### src/sv/sbrs_pkg.sv
package sbrs_pkg;

   // tracker ids, also the csr index of each tracker's smoothing weight
   localparam int NUM_TRK = 6;
   localparam logic [2:0] TRK_OVERALL = 3'd0;
   localparam logic [2:0] TRK_BASS    = 3'd1;
   localparam logic [2:0] TRK_MID     = 3'd2;
   localparam logic [2:0] TRK_TREBLE  = 3'd3;
   localparam logic [2:0] TRK_LOW     = 3'd4;
   localparam logic [2:0] TRK_HIGH    = 3'd5;

   localparam logic [2:0] REG_WINDOW_LENGTH = 3'd6;

   localparam logic [7:0] SMOOTH_RESET = 8'd25;
   localparam logic [6:0] WINDOW_RESET = 7'd70;

   // bass positions 0-1, mid 2-3
   localparam logic [3:0] BASS_END = 4'd2;
   localparam logic [3:0] MID_END  = 4'd4;

   // rounding term of the divide by 255
   localparam logic [7:0] ROUND = 8'd127;
   localparam logic [7:0] DIVISOR = 8'd255;

   // last step of an 8-digit serial pass
   localparam logic [2:0] DIGIT_LAST = 3'd7;

   typedef struct packed {
      logic        start;
      logic [2:0]  trk;
      logic [15:0] value;
   } sq_cmd_type;

   typedef struct packed {
      logic        busy;
      logic        done;
      logic [2:0]  trk;
      logic [7:0]  root;
   } sq_stat_type;

endpackage

### src/sv/sound_band_running_stats_core.sv
// channel | ports                                   | direction
// req     | req_valid req_stall req_level           | in  (one level word)
//         | req_band_position                       |
// rsp     | rsp_valid rsp_stall rsp_*_average       | out (twelve stats word)
//         | rsp_*_deviation                         |
// csr     | csr_write csr_index csr_data            | in  (write only)
//
// One level at a time. Each tracker update runs in a shared digit-serial
// unit: load, 8 steps forming delta squared and delta times weight, 8 steps
// forming the variance sum, then the divide-by-255 pipe. A level updates 2
// trackers, 4 when it closes a window; rsp_valid rises once the last root is
// done and ST_OUT has loaded the result register.
// Reset is synchronous; the result register lets the next level in while
// a word waits under rsp_stall.
module sound_band_running_stats_core (
   input  logic       clock,
   input  logic       reset,
   input  logic       req_valid,
   output logic       req_stall,
   input  logic [7:0] req_level,
   input  logic [3:0] req_band_position,
   output logic       rsp_valid,
   input  logic       rsp_stall,
   output logic [7:0] rsp_overall_average,
   output logic [7:0] rsp_overall_deviation,
   output logic [7:0] rsp_bass_average,
   output logic [7:0] rsp_bass_deviation,
   output logic [7:0] rsp_mid_average,
   output logic [7:0] rsp_mid_deviation,
   output logic [7:0] rsp_treble_average,
   output logic [7:0] rsp_treble_deviation,
   output logic [7:0] rsp_low_peak_average,
   output logic [7:0] rsp_low_peak_deviation,
   output logic [7:0] rsp_high_peak_average,
   output logic [7:0] rsp_high_peak_deviation,
   input  logic       csr_write,
   input  logic [2:0] csr_index,
   input  logic [7:0] csr_data
);

   localparam logic [2:0] ST_IDLE = 3'd0;
   localparam logic [2:0] ST_LOAD = 3'd1;
   localparam logic [2:0] ST_MUL1 = 3'd2;
   localparam logic [2:0] ST_MUL2 = 3'd3;
   localparam logic [2:0] ST_DIV  = 3'd4;
   localparam logic [2:0] ST_WAIT = 3'd5;
   localparam logic [2:0] ST_OUT  = 3'd6;

   localparam logic [1:0] JOB_BAND    = 2'd0;
   localparam logic [1:0] JOB_OVERALL = 2'd1;
   localparam logic [1:0] JOB_LOW     = 2'd2;
   localparam logic [1:0] JOB_HIGH    = 2'd3;

   // divide pipe timing inside ST_DIV
   localparam logic [2:0] DIV_STEP_IN  = 3'd0;
   localparam logic [2:0] DIV_STEP_OUT = 3'd2;
   localparam logic [2:0] DIV_VAR_OUT  = 3'd3;

   logic [2:0]  state_ff, state_in;
   logic [1:0]  job_ff, job_in;
   logic [2:0]  cnt_ff, cnt_in;

   logic [7:0]  smooth_ff [sbrs_pkg::NUM_TRK];
   logic [7:0]  smooth_in [sbrs_pkg::NUM_TRK];
   logic [6:0]  win_len_ff, win_len_in;
   logic [7:0]  mean_ff [sbrs_pkg::NUM_TRK];
   logic [7:0]  mean_in [sbrs_pkg::NUM_TRK];
   logic [15:0] var_ff [sbrs_pkg::NUM_TRK];
   logic [15:0] var_in [sbrs_pkg::NUM_TRK];
   logic [7:0]  dev_ff [sbrs_pkg::NUM_TRK];
   logic [7:0]  dev_in [sbrs_pkg::NUM_TRK];
   logic [7:0]  win_low_ff, win_low_in;
   logic [7:0]  win_high_ff, win_high_in;
   logic [6:0]  win_cnt_ff, win_cnt_in;

   logic [7:0]  level_ff, level_in;
   logic [2:0]  band_trk_ff, band_trk_in;
   logic [7:0]  low_pk_ff, low_pk_in;
   logic [7:0]  high_pk_ff, high_pk_in;
   logic        fire_ff, fire_in;

   logic [2:0]  trk_ff, trk_in;
   logic        neg_ff, neg_in;
   logic [7:0]  mag_sr_ff, mag_sr_in;
   logic [7:0]  s_sr_ff, s_sr_in;
   logic [15:0] md_ff, md_in;
   logic [15:0] sq_acc_ff, sq_acc_in;
   logic [15:0] prod_acc_ff, prod_acc_in;
   logic [23:0] dd_sh_ff, dd_sh_in;
   logic [23:0] vs_sh_ff, vs_sh_in;
   logic [23:0] num_acc_ff, num_acc_in;

   logic        rsp_valid_ff, rsp_valid_in;
   logic [7:0]  out_avg_ff [sbrs_pkg::NUM_TRK];
   logic [7:0]  out_avg_in [sbrs_pkg::NUM_TRK];
   logic [7:0]  out_dev_ff [sbrs_pkg::NUM_TRK];
   logic [7:0]  out_dev_in [sbrs_pkg::NUM_TRK];

   logic        req_accept;
   logic [6:0]  cnt_next;
   logic [7:0]  lo_next;
   logic [7:0]  hi_next;
   logic        close_win;
   logic [2:0]  job_trk;
   logic [7:0]  job_val;
   logic [1:0]  last_job;
   logic [8:0]  delta;
   logic [7:0]  mag;
   logic [23:0] step_num;
   logic [23:0] div_x;
   logic [15:0] div_q;
   logic [7:0]  step8;

   sbrs_pkg::sq_cmd_type  sq_cmd;
   sbrs_pkg::sq_stat_type sq_stat;

   sbrs_div255 u_div (
      .clock (clock),
      .in_x  (div_x),
      .out_q (div_q)
   );

   sbrs_sqrt u_sqrt (
      .clock (clock),
      .reset (reset),
      .cmd   (sq_cmd),
      .stat  (sq_stat)
   );

   assign req_stall = (state_ff != ST_IDLE);
   assign req_accept = req_valid && !req_stall;

   always_comb begin
      case (job_ff)
         JOB_BAND: begin
            job_trk = band_trk_ff;
            job_val = level_ff;
         end
         JOB_OVERALL: begin
            job_trk = sbrs_pkg::TRK_OVERALL;
            job_val = level_ff;
         end
         JOB_LOW: begin
            job_trk = sbrs_pkg::TRK_LOW;
            job_val = low_pk_ff;
         end
         default: begin
            job_trk = sbrs_pkg::TRK_HIGH;
            job_val = high_pk_ff;
         end
      endcase
      last_job = fire_ff ? JOB_HIGH : JOB_OVERALL;

      cnt_next = win_cnt_ff + 7'd1;
      lo_next = (req_level < win_low_ff) ? req_level : win_low_ff;
      hi_next = (req_level > win_high_ff) ? req_level : win_high_ff;
      close_win = (cnt_next >= win_len_ff);

      delta = {1'b0, job_val} - {1'b0, mean_ff[job_trk]};
      mag = delta[8] ? (~delta[7:0] + 8'd1) : delta[7:0];

      // step: work on the magnitude, add the rounding term on a rise, take it off on a fall, negate after
      if (neg_ff) begin
         if (prod_acc_ff > {8'b0, sbrs_pkg::ROUND}) begin
            step_num = {8'b0, prod_acc_ff - {8'b0, sbrs_pkg::ROUND}};
         end else begin
            step_num = 24'd0;
         end
      end else begin
         step_num = {8'b0, prod_acc_ff + {8'b0, sbrs_pkg::ROUND}};
      end
      div_x = (cnt_ff == DIV_STEP_IN) ? step_num : num_acc_ff;
      step8 = neg_ff ? (8'd0 - div_q[7:0]) : div_q[7:0];
   end

   always_comb begin
      state_in = state_ff;
      job_in = job_ff;
      cnt_in = cnt_ff;
      smooth_in = smooth_ff;
      win_len_in = win_len_ff;
      mean_in = mean_ff;
      var_in = var_ff;
      dev_in = dev_ff;
      win_low_in = win_low_ff;
      win_high_in = win_high_ff;
      win_cnt_in = win_cnt_ff;
      level_in = level_ff;
      band_trk_in = band_trk_ff;
      low_pk_in = low_pk_ff;
      high_pk_in = high_pk_ff;
      fire_in = fire_ff;
      trk_in = trk_ff;
      neg_in = neg_ff;
      mag_sr_in = mag_sr_ff;
      s_sr_in = s_sr_ff;
      md_in = md_ff;
      sq_acc_in = sq_acc_ff;
      prod_acc_in = prod_acc_ff;
      dd_sh_in = dd_sh_ff;
      vs_sh_in = vs_sh_ff;
      num_acc_in = num_acc_ff;
      out_avg_in = out_avg_ff;
      out_dev_in = out_dev_ff;
      rsp_valid_in = rsp_valid_ff && rsp_stall;
      sq_cmd.start = 1'b0;
      sq_cmd.trk = trk_ff;
      sq_cmd.value = div_q;

      if (csr_write) begin
         if (csr_index < sbrs_pkg::REG_WINDOW_LENGTH) begin
            smooth_in[csr_index] = csr_data;
         end else if (csr_index == sbrs_pkg::REG_WINDOW_LENGTH) begin
            win_len_in = csr_data[6:0];
         end
      end

      if (sq_stat.done) begin
         dev_in[sq_stat.trk] = sq_stat.root;
      end

      case (state_ff)
         ST_IDLE: begin
            if (req_accept) begin
               level_in = req_level;
               if (req_band_position < sbrs_pkg::BASS_END) begin
                  band_trk_in = sbrs_pkg::TRK_BASS;
               end else if (req_band_position < sbrs_pkg::MID_END) begin
                  band_trk_in = sbrs_pkg::TRK_MID;
               end else begin
                  band_trk_in = sbrs_pkg::TRK_TREBLE;
               end
               low_pk_in = lo_next;
               high_pk_in = hi_next;
               fire_in = close_win;
               if (close_win) begin
                  win_low_in = 8'hFF;
                  win_high_in = 8'h00;
                  win_cnt_in = 7'd0;
               end else begin
                  win_low_in = lo_next;
                  win_high_in = hi_next;
                  win_cnt_in = cnt_next;
               end
               job_in = JOB_BAND;
               state_in = ST_LOAD;
            end
         end
         ST_LOAD: begin
            trk_in = job_trk;
            neg_in = delta[8];
            mag_sr_in = mag;
            s_sr_in = smooth_ff[job_trk];
            md_in = {8'b0, mag};
            sq_acc_in = 16'd0;
            prod_acc_in = 16'd0;
            vs_sh_in = {8'b0, var_ff[job_trk]};
            cnt_in = 3'd0;
            state_in = ST_MUL1;
         end
         ST_MUL1: begin
            // |delta|^2 and |delta|*weight, one multiplier bit per cycle
            sq_acc_in = sq_acc_ff + (mag_sr_ff[0] ? md_ff : 16'd0);
            prod_acc_in = prod_acc_ff + (s_sr_ff[0] ? md_ff : 16'd0);
            md_in = {md_ff[14:0], 1'b0};
            mag_sr_in = {1'b0, mag_sr_ff[7:1]};
            s_sr_in = {1'b0, s_sr_ff[7:1]};
            cnt_in = cnt_ff + 3'd1;
            if (cnt_ff == sbrs_pkg::DIGIT_LAST) begin
               dd_sh_in = {8'b0, sq_acc_in};
               s_sr_in = smooth_ff[trk_ff];
               num_acc_in = {16'b0, sbrs_pkg::ROUND};
               cnt_in = 3'd0;
               state_in = ST_MUL2;
            end
         end
         ST_MUL2: begin
            // weight bit set adds delta^2, clear adds var: (255-s) is ~s
            num_acc_in = num_acc_ff + (s_sr_ff[0] ? dd_sh_ff : vs_sh_ff);
            dd_sh_in = {dd_sh_ff[22:0], 1'b0};
            vs_sh_in = {vs_sh_ff[22:0], 1'b0};
            s_sr_in = {1'b0, s_sr_ff[7:1]};
            cnt_in = cnt_ff + 3'd1;
            if (cnt_ff == sbrs_pkg::DIGIT_LAST) begin
               cnt_in = 3'd0;
               state_in = ST_DIV;
            end
         end
         ST_DIV: begin
            cnt_in = cnt_ff + 3'd1;
            if (cnt_ff == DIV_STEP_OUT) begin
               mean_in[trk_ff] = mean_ff[trk_ff] + step8;
            end
            if (cnt_ff == DIV_VAR_OUT) begin
               var_in[trk_ff] = div_q;
               sq_cmd.start = 1'b1;
               if (job_ff == last_job) begin
                  state_in = ST_WAIT;
               end else begin
                  job_in = job_ff + 2'd1;
                  state_in = ST_LOAD;
               end
            end
         end
         ST_WAIT: begin
            if (!sq_stat.busy) begin
               state_in = ST_OUT;
            end
         end
         ST_OUT: begin
            if (!rsp_valid_ff || !rsp_stall) begin
               out_avg_in = mean_ff;
               out_dev_in = dev_ff;
               rsp_valid_in = 1'b1;
               state_in = ST_IDLE;
            end
         end
         default: begin
            state_in = ST_IDLE;
         end
      endcase
   end

   always_ff @(posedge clock) begin
      if (reset) begin
         state_ff <= ST_IDLE;
         job_ff <= JOB_BAND;
         cnt_ff <= 3'd0;
         for (int i = 0; i < sbrs_pkg::NUM_TRK; i++) begin
            smooth_ff[i] <= sbrs_pkg::SMOOTH_RESET;
            mean_ff[i] <= 8'd0;
            var_ff[i] <= 16'd0;
            dev_ff[i] <= 8'd0;
         end
         win_len_ff <= sbrs_pkg::WINDOW_RESET;
         win_low_ff <= 8'hFF;
         win_high_ff <= 8'h00;
         win_cnt_ff <= 7'd0;
         rsp_valid_ff <= 1'b0;
      end else begin
         state_ff <= state_in;
         job_ff <= job_in;
         cnt_ff <= cnt_in;
         smooth_ff <= smooth_in;
         mean_ff <= mean_in;
         var_ff <= var_in;
         dev_ff <= dev_in;
         win_len_ff <= win_len_in;
         win_low_ff <= win_low_in;
         win_high_ff <= win_high_in;
         win_cnt_ff <= win_cnt_in;
         rsp_valid_ff <= rsp_valid_in;
      end
   end

   always_ff @(posedge clock) begin
      level_ff <= level_in;
      band_trk_ff <= band_trk_in;
      low_pk_ff <= low_pk_in;
      high_pk_ff <= high_pk_in;
      fire_ff <= fire_in;
      trk_ff <= trk_in;
      neg_ff <= neg_in;
      mag_sr_ff <= mag_sr_in;
      s_sr_ff <= s_sr_in;
      md_ff <= md_in;
      sq_acc_ff <= sq_acc_in;
      prod_acc_ff <= prod_acc_in;
      dd_sh_ff <= dd_sh_in;
      vs_sh_ff <= vs_sh_in;
      num_acc_ff <= num_acc_in;
      out_avg_ff <= out_avg_in;
      out_dev_ff <= out_dev_in;
   end

   assign rsp_valid = rsp_valid_ff;
   assign rsp_overall_average = out_avg_ff[sbrs_pkg::TRK_OVERALL];
   assign rsp_overall_deviation = out_dev_ff[sbrs_pkg::TRK_OVERALL];
   assign rsp_bass_average = out_avg_ff[sbrs_pkg::TRK_BASS];
   assign rsp_bass_deviation = out_dev_ff[sbrs_pkg::TRK_BASS];
   assign rsp_mid_average = out_avg_ff[sbrs_pkg::TRK_MID];
   assign rsp_mid_deviation = out_dev_ff[sbrs_pkg::TRK_MID];
   assign rsp_treble_average = out_avg_ff[sbrs_pkg::TRK_TREBLE];
   assign rsp_treble_deviation = out_dev_ff[sbrs_pkg::TRK_TREBLE];
   assign rsp_low_peak_average = out_avg_ff[sbrs_pkg::TRK_LOW];
   assign rsp_low_peak_deviation = out_dev_ff[sbrs_pkg::TRK_LOW];
   assign rsp_high_peak_average = out_avg_ff[sbrs_pkg::TRK_HIGH];
   assign rsp_high_peak_deviation = out_dev_ff[sbrs_pkg::TRK_HIGH];

endmodule

### src/sv/sbrs_div255.sv
// Two-stage floor divide by 255 for values below 2^24.
module sbrs_div255 (
   input  logic        clock,
   input  logic [23:0] in_x,
   output logic [15:0] out_q
);

   logic [24:0] sum;
   logic [16:0] approx_in, approx_ff;
   logic [23:0] x_in, x_ff;
   logic [24:0] back;
   logic [24:0] rem;
   logic [16:0] q_in, q_ff;

   // x/255 = x/256 * (1 + 1/256 + 1/65536 + ...); estimate is q or q-1
   always_comb begin
      sum = {1'b0, in_x} + {9'b0, in_x[23:8]} + {17'b0, in_x[23:16]};
      approx_in = sum[24:8];
      x_in = in_x;
   end

   always_comb begin
      back = {approx_ff, 8'b0} - {8'b0, approx_ff};
      rem = {1'b0, x_ff} - back;
      if (rem >= {17'b0, sbrs_pkg::DIVISOR}) begin
         q_in = approx_ff + 17'd1;
      end else begin
         q_in = approx_ff;
      end
   end

   always_ff @(posedge clock) begin
      approx_ff <= approx_in;
      x_ff <= x_in;
      q_ff <= q_in;
   end

   assign out_q = q_ff[15:0];

endmodule

### src/sv/sbrs_sqrt.sv
// Floor square root of a 16-bit word, two radicand bits per cycle.
module sbrs_sqrt (
   input  logic                    clock,
   input  logic                    reset,
   input  sbrs_pkg::sq_cmd_type    cmd,
   output sbrs_pkg::sq_stat_type   stat
);

   logic        busy_ff, busy_in;
   logic        done_ff, done_in;
   logic [2:0]  cnt_ff, cnt_in;
   logic [15:0] x_ff, x_in;
   logic [8:0]  rem_ff, rem_in;
   logic [7:0]  root_ff, root_in;
   logic [2:0]  trk_ff, trk_in;

   logic [10:0] cand;
   logic [10:0] trial;
   logic [10:0] diff;
   logic        fit;

   always_comb begin
      cand = {rem_ff, x_ff[15:14]};
      trial = {1'b0, root_ff, 2'b01};
      fit = (cand >= trial);
      diff = cand - trial;

      busy_in = busy_ff;
      done_in = 1'b0;
      cnt_in = cnt_ff;
      x_in = x_ff;
      rem_in = rem_ff;
      root_in = root_ff;
      trk_in = trk_ff;

      if (cmd.start) begin
         busy_in = 1'b1;
         cnt_in = 3'd0;
         x_in = cmd.value;
         rem_in = 9'd0;
         root_in = 8'd0;
         trk_in = cmd.trk;
      end else if (busy_ff) begin
         x_in = {x_ff[13:0], 2'b00};
         // remainder stays at most twice the partial root
         rem_in = fit ? diff[8:0] : cand[8:0];
         root_in = {root_ff[6:0], fit};
         cnt_in = cnt_ff + 3'd1;
         if (cnt_ff == sbrs_pkg::DIGIT_LAST) begin
            busy_in = 1'b0;
            done_in = 1'b1;
         end
      end
   end

   always_ff @(posedge clock) begin
      if (reset) begin
         busy_ff <= 1'b0;
         done_ff <= 1'b0;
         cnt_ff <= 3'd0;
      end else begin
         busy_ff <= busy_in;
         done_ff <= done_in;
         cnt_ff <= cnt_in;
      end
   end

   always_ff @(posedge clock) begin
      x_ff <= x_in;
      rem_ff <= rem_in;
      root_ff <= root_in;
      trk_ff <= trk_in;
   end

   always_comb begin
      stat.busy = busy_ff | done_ff;
      stat.done = done_ff;
      stat.trk = trk_ff;
      stat.root = root_ff;
   end

endmodule
### config.mk
export PLATFORM = sky130hd
export DESIGN_NAME = sound_band_running_stats_core
export DESIGN_NICKNAME = d
export VERILOG_FILES = /design/src/sv/sbrs_pkg.sv /design/src/sv/sound_band_running_stats_core.sv /design/src/sv/sbrs_div255.sv /design/src/sv/sbrs_sqrt.sv
export SDC_FILE = /design/constraint.sdc
export NUM_CORES = 2
export LEC_CHECK = 0
export BUFFER_PORTS_ARGS = -buffer_cell sky130_fd_sc_hd__buf_2
export CORE_MARGIN = 4
export CORE_UTILIZATION = 44
export CTS_CLUSTER_SIZE = 12
export DETAILED_ROUTE_END_ITERATION = 8
export PLACE_DENSITY = 0.66
export SLEW_MARGIN = 20
export SYNTH_ARGS = -nofsm -noshare
export SYNTH_HDL_FRONTEND = slang
export SYNTH_SLANG_ARGS = --single-unit
### constraint.sdc
create_clock -name clock -period 10 [get_ports clock]
set_input_delay 0.5 -clock clock [delete_from_list [all_inputs] [get_ports clock]]
set_output_delay 0.5 -clock clock [all_outputs]
set_load 0.01 [all_outputs]
==> impl_metrics.json <==
{
  "p_per_area_mw_per_mm2": 244,
  "synth_top_area_share_pct": 25.8,
  "hp-start": "req_level[0]",
  "dp_hpwl_um": 55000,
  "clockPowerShare_pct": 28.9,
  "yosys_warnings": 0,
  "cts_tree": "built",
  "tns_ns": 0,
  "outcome": "complete, no violations",
  "p_switching_mw": 3.16,
  "postCtsHoldBufs": 0,
  "r2r_end": "u_div.approx_ff[16]$_DFF_P_",
  "cap_violations": 0,
  "worst_ep_required_time_ns": 10.50,
  "finalCriticalPeriod_ns": 5.81,
  "die_y_um": 281,
  "diodes": 0,
  "hold_viol_final": 0,
  "grt_antenna_before_repair": 1,
  "yosys.cell_types.count": 80,
  "reg2reg_depth": 21,
  "ys_ff_latch": 640,
  "worstSetupPathType": "reg -> reg",
  "crit_path_end_kind": "flop",
  "syn-instance-count": 3418,
  "initial_core_util_pct": 44.7,
  "worstMarginPinSlew_ns": 1.13,
  "internal-power_mw": 5.79,
  "cts_max_path_buffers": 3,
  "grt_pass1_wl_um": 128000,
  "hold_class": "in -> reg",
  "dieArea_mm2": 0.0790,
  "whs_path_depth": 1,
  "combinationalPowerShare_pct": 34.2,
  "insertion_delay_ns": 0.63,
  "grt_pass1_vias": 23604,
  "synth_nets": 3646,
  "cts_buffers": 71,
  "netlist_area_mm2": 0.0328,
  "rsz0062_at_grt": "false",
  "final_nets": 3717,
  "vias_per_cell": 5.45,
  "ys_seq_area_share_pct": 47.6,
  "first_iter_violations": 1837,
  "portBuffers": 124,
  "hold_end": "level_ff[0]$_DFFE_PP_",
  "critPathLaunchType": "flop",
  "finalSetupViolations": 0,
  "r2r-start": "prod_acc_ff[2]$_SDFFCE_PN0P_",
  "post_cts_resize_count": 0,
  "p_sw_share_pct": 35.3,
  "vias": 24542,
  "design_power_total_mw": 8.95,
  "async_flop_share_pct": 0,
  "fillers": 6632,
  "clock-sinks": 640,
  "power_leakage_nw": 14.2,
  "fmax_ghz": 0.172,
  "ioPinCount": 126,
  "arrival_ns": 6.31,
  "place_congestion": 0.858,
  "synth_edf_count": 282,
  "cp_max_fo": 10,
  "drc_errors": 0,
  "synth_area_leaders": "edfxtp_1 (26%), dfxtp_1 (22%), nand2_1 (7.4%), ha_1 (6.8%), a21oi_1 (4.6%)",
  "wl_per_cell_um": 17.9,
  "cts_setup_buffers": 0,
  "track_usage_pct": 20.0,
  "htree_levels": 3,
  "skew_ns": 0.0400,
  "max-vdd-ir-drop_mv": 0.149,
  "grt_overflow": 0,
  "fp.dieW_um": 281,
  "yosys.area.top_type": "edfxtp_1",
  "ant_nets": 0,
  "firstDrtPassIters": 5,
  "regToRegSetupSlack_ns": 4.19,
  "drive_above_1_share_pct": 11.0,
  "rows": 99,
  "drt-total-wl_um": 80400,
  "grt_max_degree": 119,
  "coreArea_mm2": 0.0735,
  "avgSynthCellArea_um2": 9.60,
  "slew_violations": 0,
  "synthFlopType": "dfxtp_1",
  "clk_pin_slew_ns": 0.06,
  "p_seq_share_pct": 36.9,
  "syn2layout_area_growth_pct": 11.8,
  "clockRootBuffer": "clkbuf_16",
  "slew_headroom_pct": 24.1,
  "post-route-period-util_pct": 58.1,
  "whs_ns": 0.131
}
==> critical path, cell delays in order, from the launching register on <==
cell and delay (ns):
edfxtp_1 0.54, or3_1 0.40, or4b_2 0.66, and2_1 0.24
nand3_1 0.10, o31ai_1 0.08, xor2_1 0.20, a22o_1 0.22
inv_1 0.07, fa_1 0.50, inv_1 0.04, ha_1 0.30
a21o_1 0.16, a211o_1 0.31, o22ai_1 0.15, a21oi_1 0.10
a41oi_1 0.32, o221ai_1 0.23, o41a_1 0.43, and4_1 0.28
and3_1 0.21, and3_1 0.17
==> sequential cells by signal (all words and copies together) (netlist names), 9 cells and up <==
name / count
prod_acc_ff: 16
vs_sh_ff: 24
md_ff: 16
mean_ff: 48
u_div.approx_ff: 17
u_div.x_ff: 24
u_sqrt.x_ff: 16
var_ff: 96
u_sqrt.rem_ff: 9
u_div.q_ff: 16
smooth_ff: 48
sq_acc_ff: 16
dev_ff: 48
dd_sh_ff: 24
num_acc_ff: 24
==> cells in the mapped netlist, types with 23 or more instances <==
library cell / number
dfxtp_1: 358
nor3_1: 46
a21oi_1: 302
clkbuf_1: 141
nand2b_1: 45
o21ai_0: 110
mux4_2: 41
xor2_1: 52
a21o_1: 38
mux2i_1: 94
xnor2_1: 86
mux2_2: 47
nor2b_1: 36
nor2_1: 268
and2_1: 51
a211oi_1: 23
nand3_1: 38
nand2_1: 645
ha_1: 179
inv_1: 169
o22ai_1: 30
and3_1: 30
edfxtp_1: 282
a221oi_1: 24
==> power by group through the flow <==
stage / clock (mW) / sequential (mW) / combinational [mW]
2_1_floorplan: 0 / 3.21 / 2.43
3_5_place_dp: 0 / 3.35 / 3.01
6_report: 2.59 / 3.30 / 3.06
3_3_place_gp: 0 / 3.35 / 2.99
5_1_grt: 2.75 / 3.33 / 3.44
4_1_cts: 2.63 / 3.30 / 3.04
==> area by class of cell <==
class,instances,area [um2],area share (%)
clock inverters,21,282,0.767
clock buffers,106,2030,5.53
well taps,959,1200,3.27
multi-input cells,2446,16000,43.6
inverters,171,642,1.75
repair buffers,159,902,2.46
flip-flops and latches,640,15600,42.6
==> logic make-up after synthesis <==
logic type | Yosys count | synth area share (%)
AO/OA/AOI/OAI | 667 | 12.3
XOR/XNOR | 138 | 3.68
adder cells (fa/ha/maj) | 200 | 8.10
buffers and inverters | 332 | 3.84
flip-flops | 640 | 47.6
multiplexers | 182 | 7.29
AND/OR/NAND/NOR | 1259 | 17.1
==> stage by stage <==
stage	worst slack, ns	area, um2	instances	utilization [%]
after floorplan	1.22	32800	3418	-
after global placement	4.20	34400	4373	46.8
after detailed placement	4.19	34400	4373	46.8
after CTS	4.17	36700	4500	49.9
after global routing	3.85	36700	4502	50.0
final	4.19	36700	4502	50.0
==> worst max-delay path by stage <==
stage,from,to,slack (ns),cells past startpoint
finish,prod_acc_ff[2]$_SDFFCE_PN0P_,u_div.approx_ff[16]$_DFF_P_,4.19,21
global route,prod_acc_ff[2]$_SDFFCE_PN0P_,u_div.approx_ff[16]$_DFF_P_,3.85,21
CTS,prod_acc_ff[2]$_SDFFCE_PN0P_,u_div.approx_ff[16]$_DFF_P_,4.17,21
detailed placement,prod_acc_ff[2]$_SDFFCE_PN0P_,u_div.approx_ff[16]$_DFF_P_,4.19,21
global placement,prod_acc_ff[4]$_SDFFCE_PN0P_,u_div.approx_ff[16]$_DFF_P_,4.20,21
floorplan,state_ff[2]$_SDFFE_PP0P_,rsp_bass_average[0]$_DFFE_PP_,1.22,4
==> placed cells by master (no fill, tap or decap), types with 8 or more instances in the layout <==
| cell | count |
|---|---|
| a211o_1 | 10 |
| nand2_1 | 643 |
| a31oi_1 | 9 |
| fa_1 | 21 |
| clkbuf_8 | 13 |
| xor2_1 | 52 |
| dfxtp_1 | 358 |
| nand3_1 | 38 |
| mux2i_1 | 93 |
| clkbuf_16 | 71 |
| o22ai_1 | 30 |
| nor2b_1 | 36 |
| nor2_1 | 265 |
| clkbuf_1 | 23 |
| a221oi_1 | 24 |
| o31ai_1 | 8 |
| edfxtp_1 | 282 |
| buf_4 | 33 |
| a22o_1 | 10 |
| nor3b_1 | 9 |
| ha_1 | 179 |
| mux2_2 | 47 |
| nor3_1 | 42 |
| xnor2_1 | 86 |
| o21a_1 | 16 |
| a22oi_1 | 14 |
| inv_1 | 169 |
| nand3b_1 | 17 |
| nand2b_1 | 45 |
| a21o_1 | 38 |
| and2_1 | 51 |
| o21ai_0 | 109 |
| buf_2 | 124 |
| a211oi_1 | 22 |
| nand4_1 | 17 |
| mux4_2 | 41 |
| or3_1 | 17 |
| or2_2 | 10 |
| a21oi_1 | 302 |
| and3_1 | 30 |
==> routing by layer <==
metal / track usage [%] / wire length, um / vias to the layer above
met5: 0 / 13 / -
met4: 7.04 / 2410 / 2
met3: 2.77 / 4200 / 133
met2: 32.8 / 37500 / 614
met1: 27.3 / 36300 / 11714
li1: - / - / 12079
Note: power is estimated with default switching activity, not from simulation.
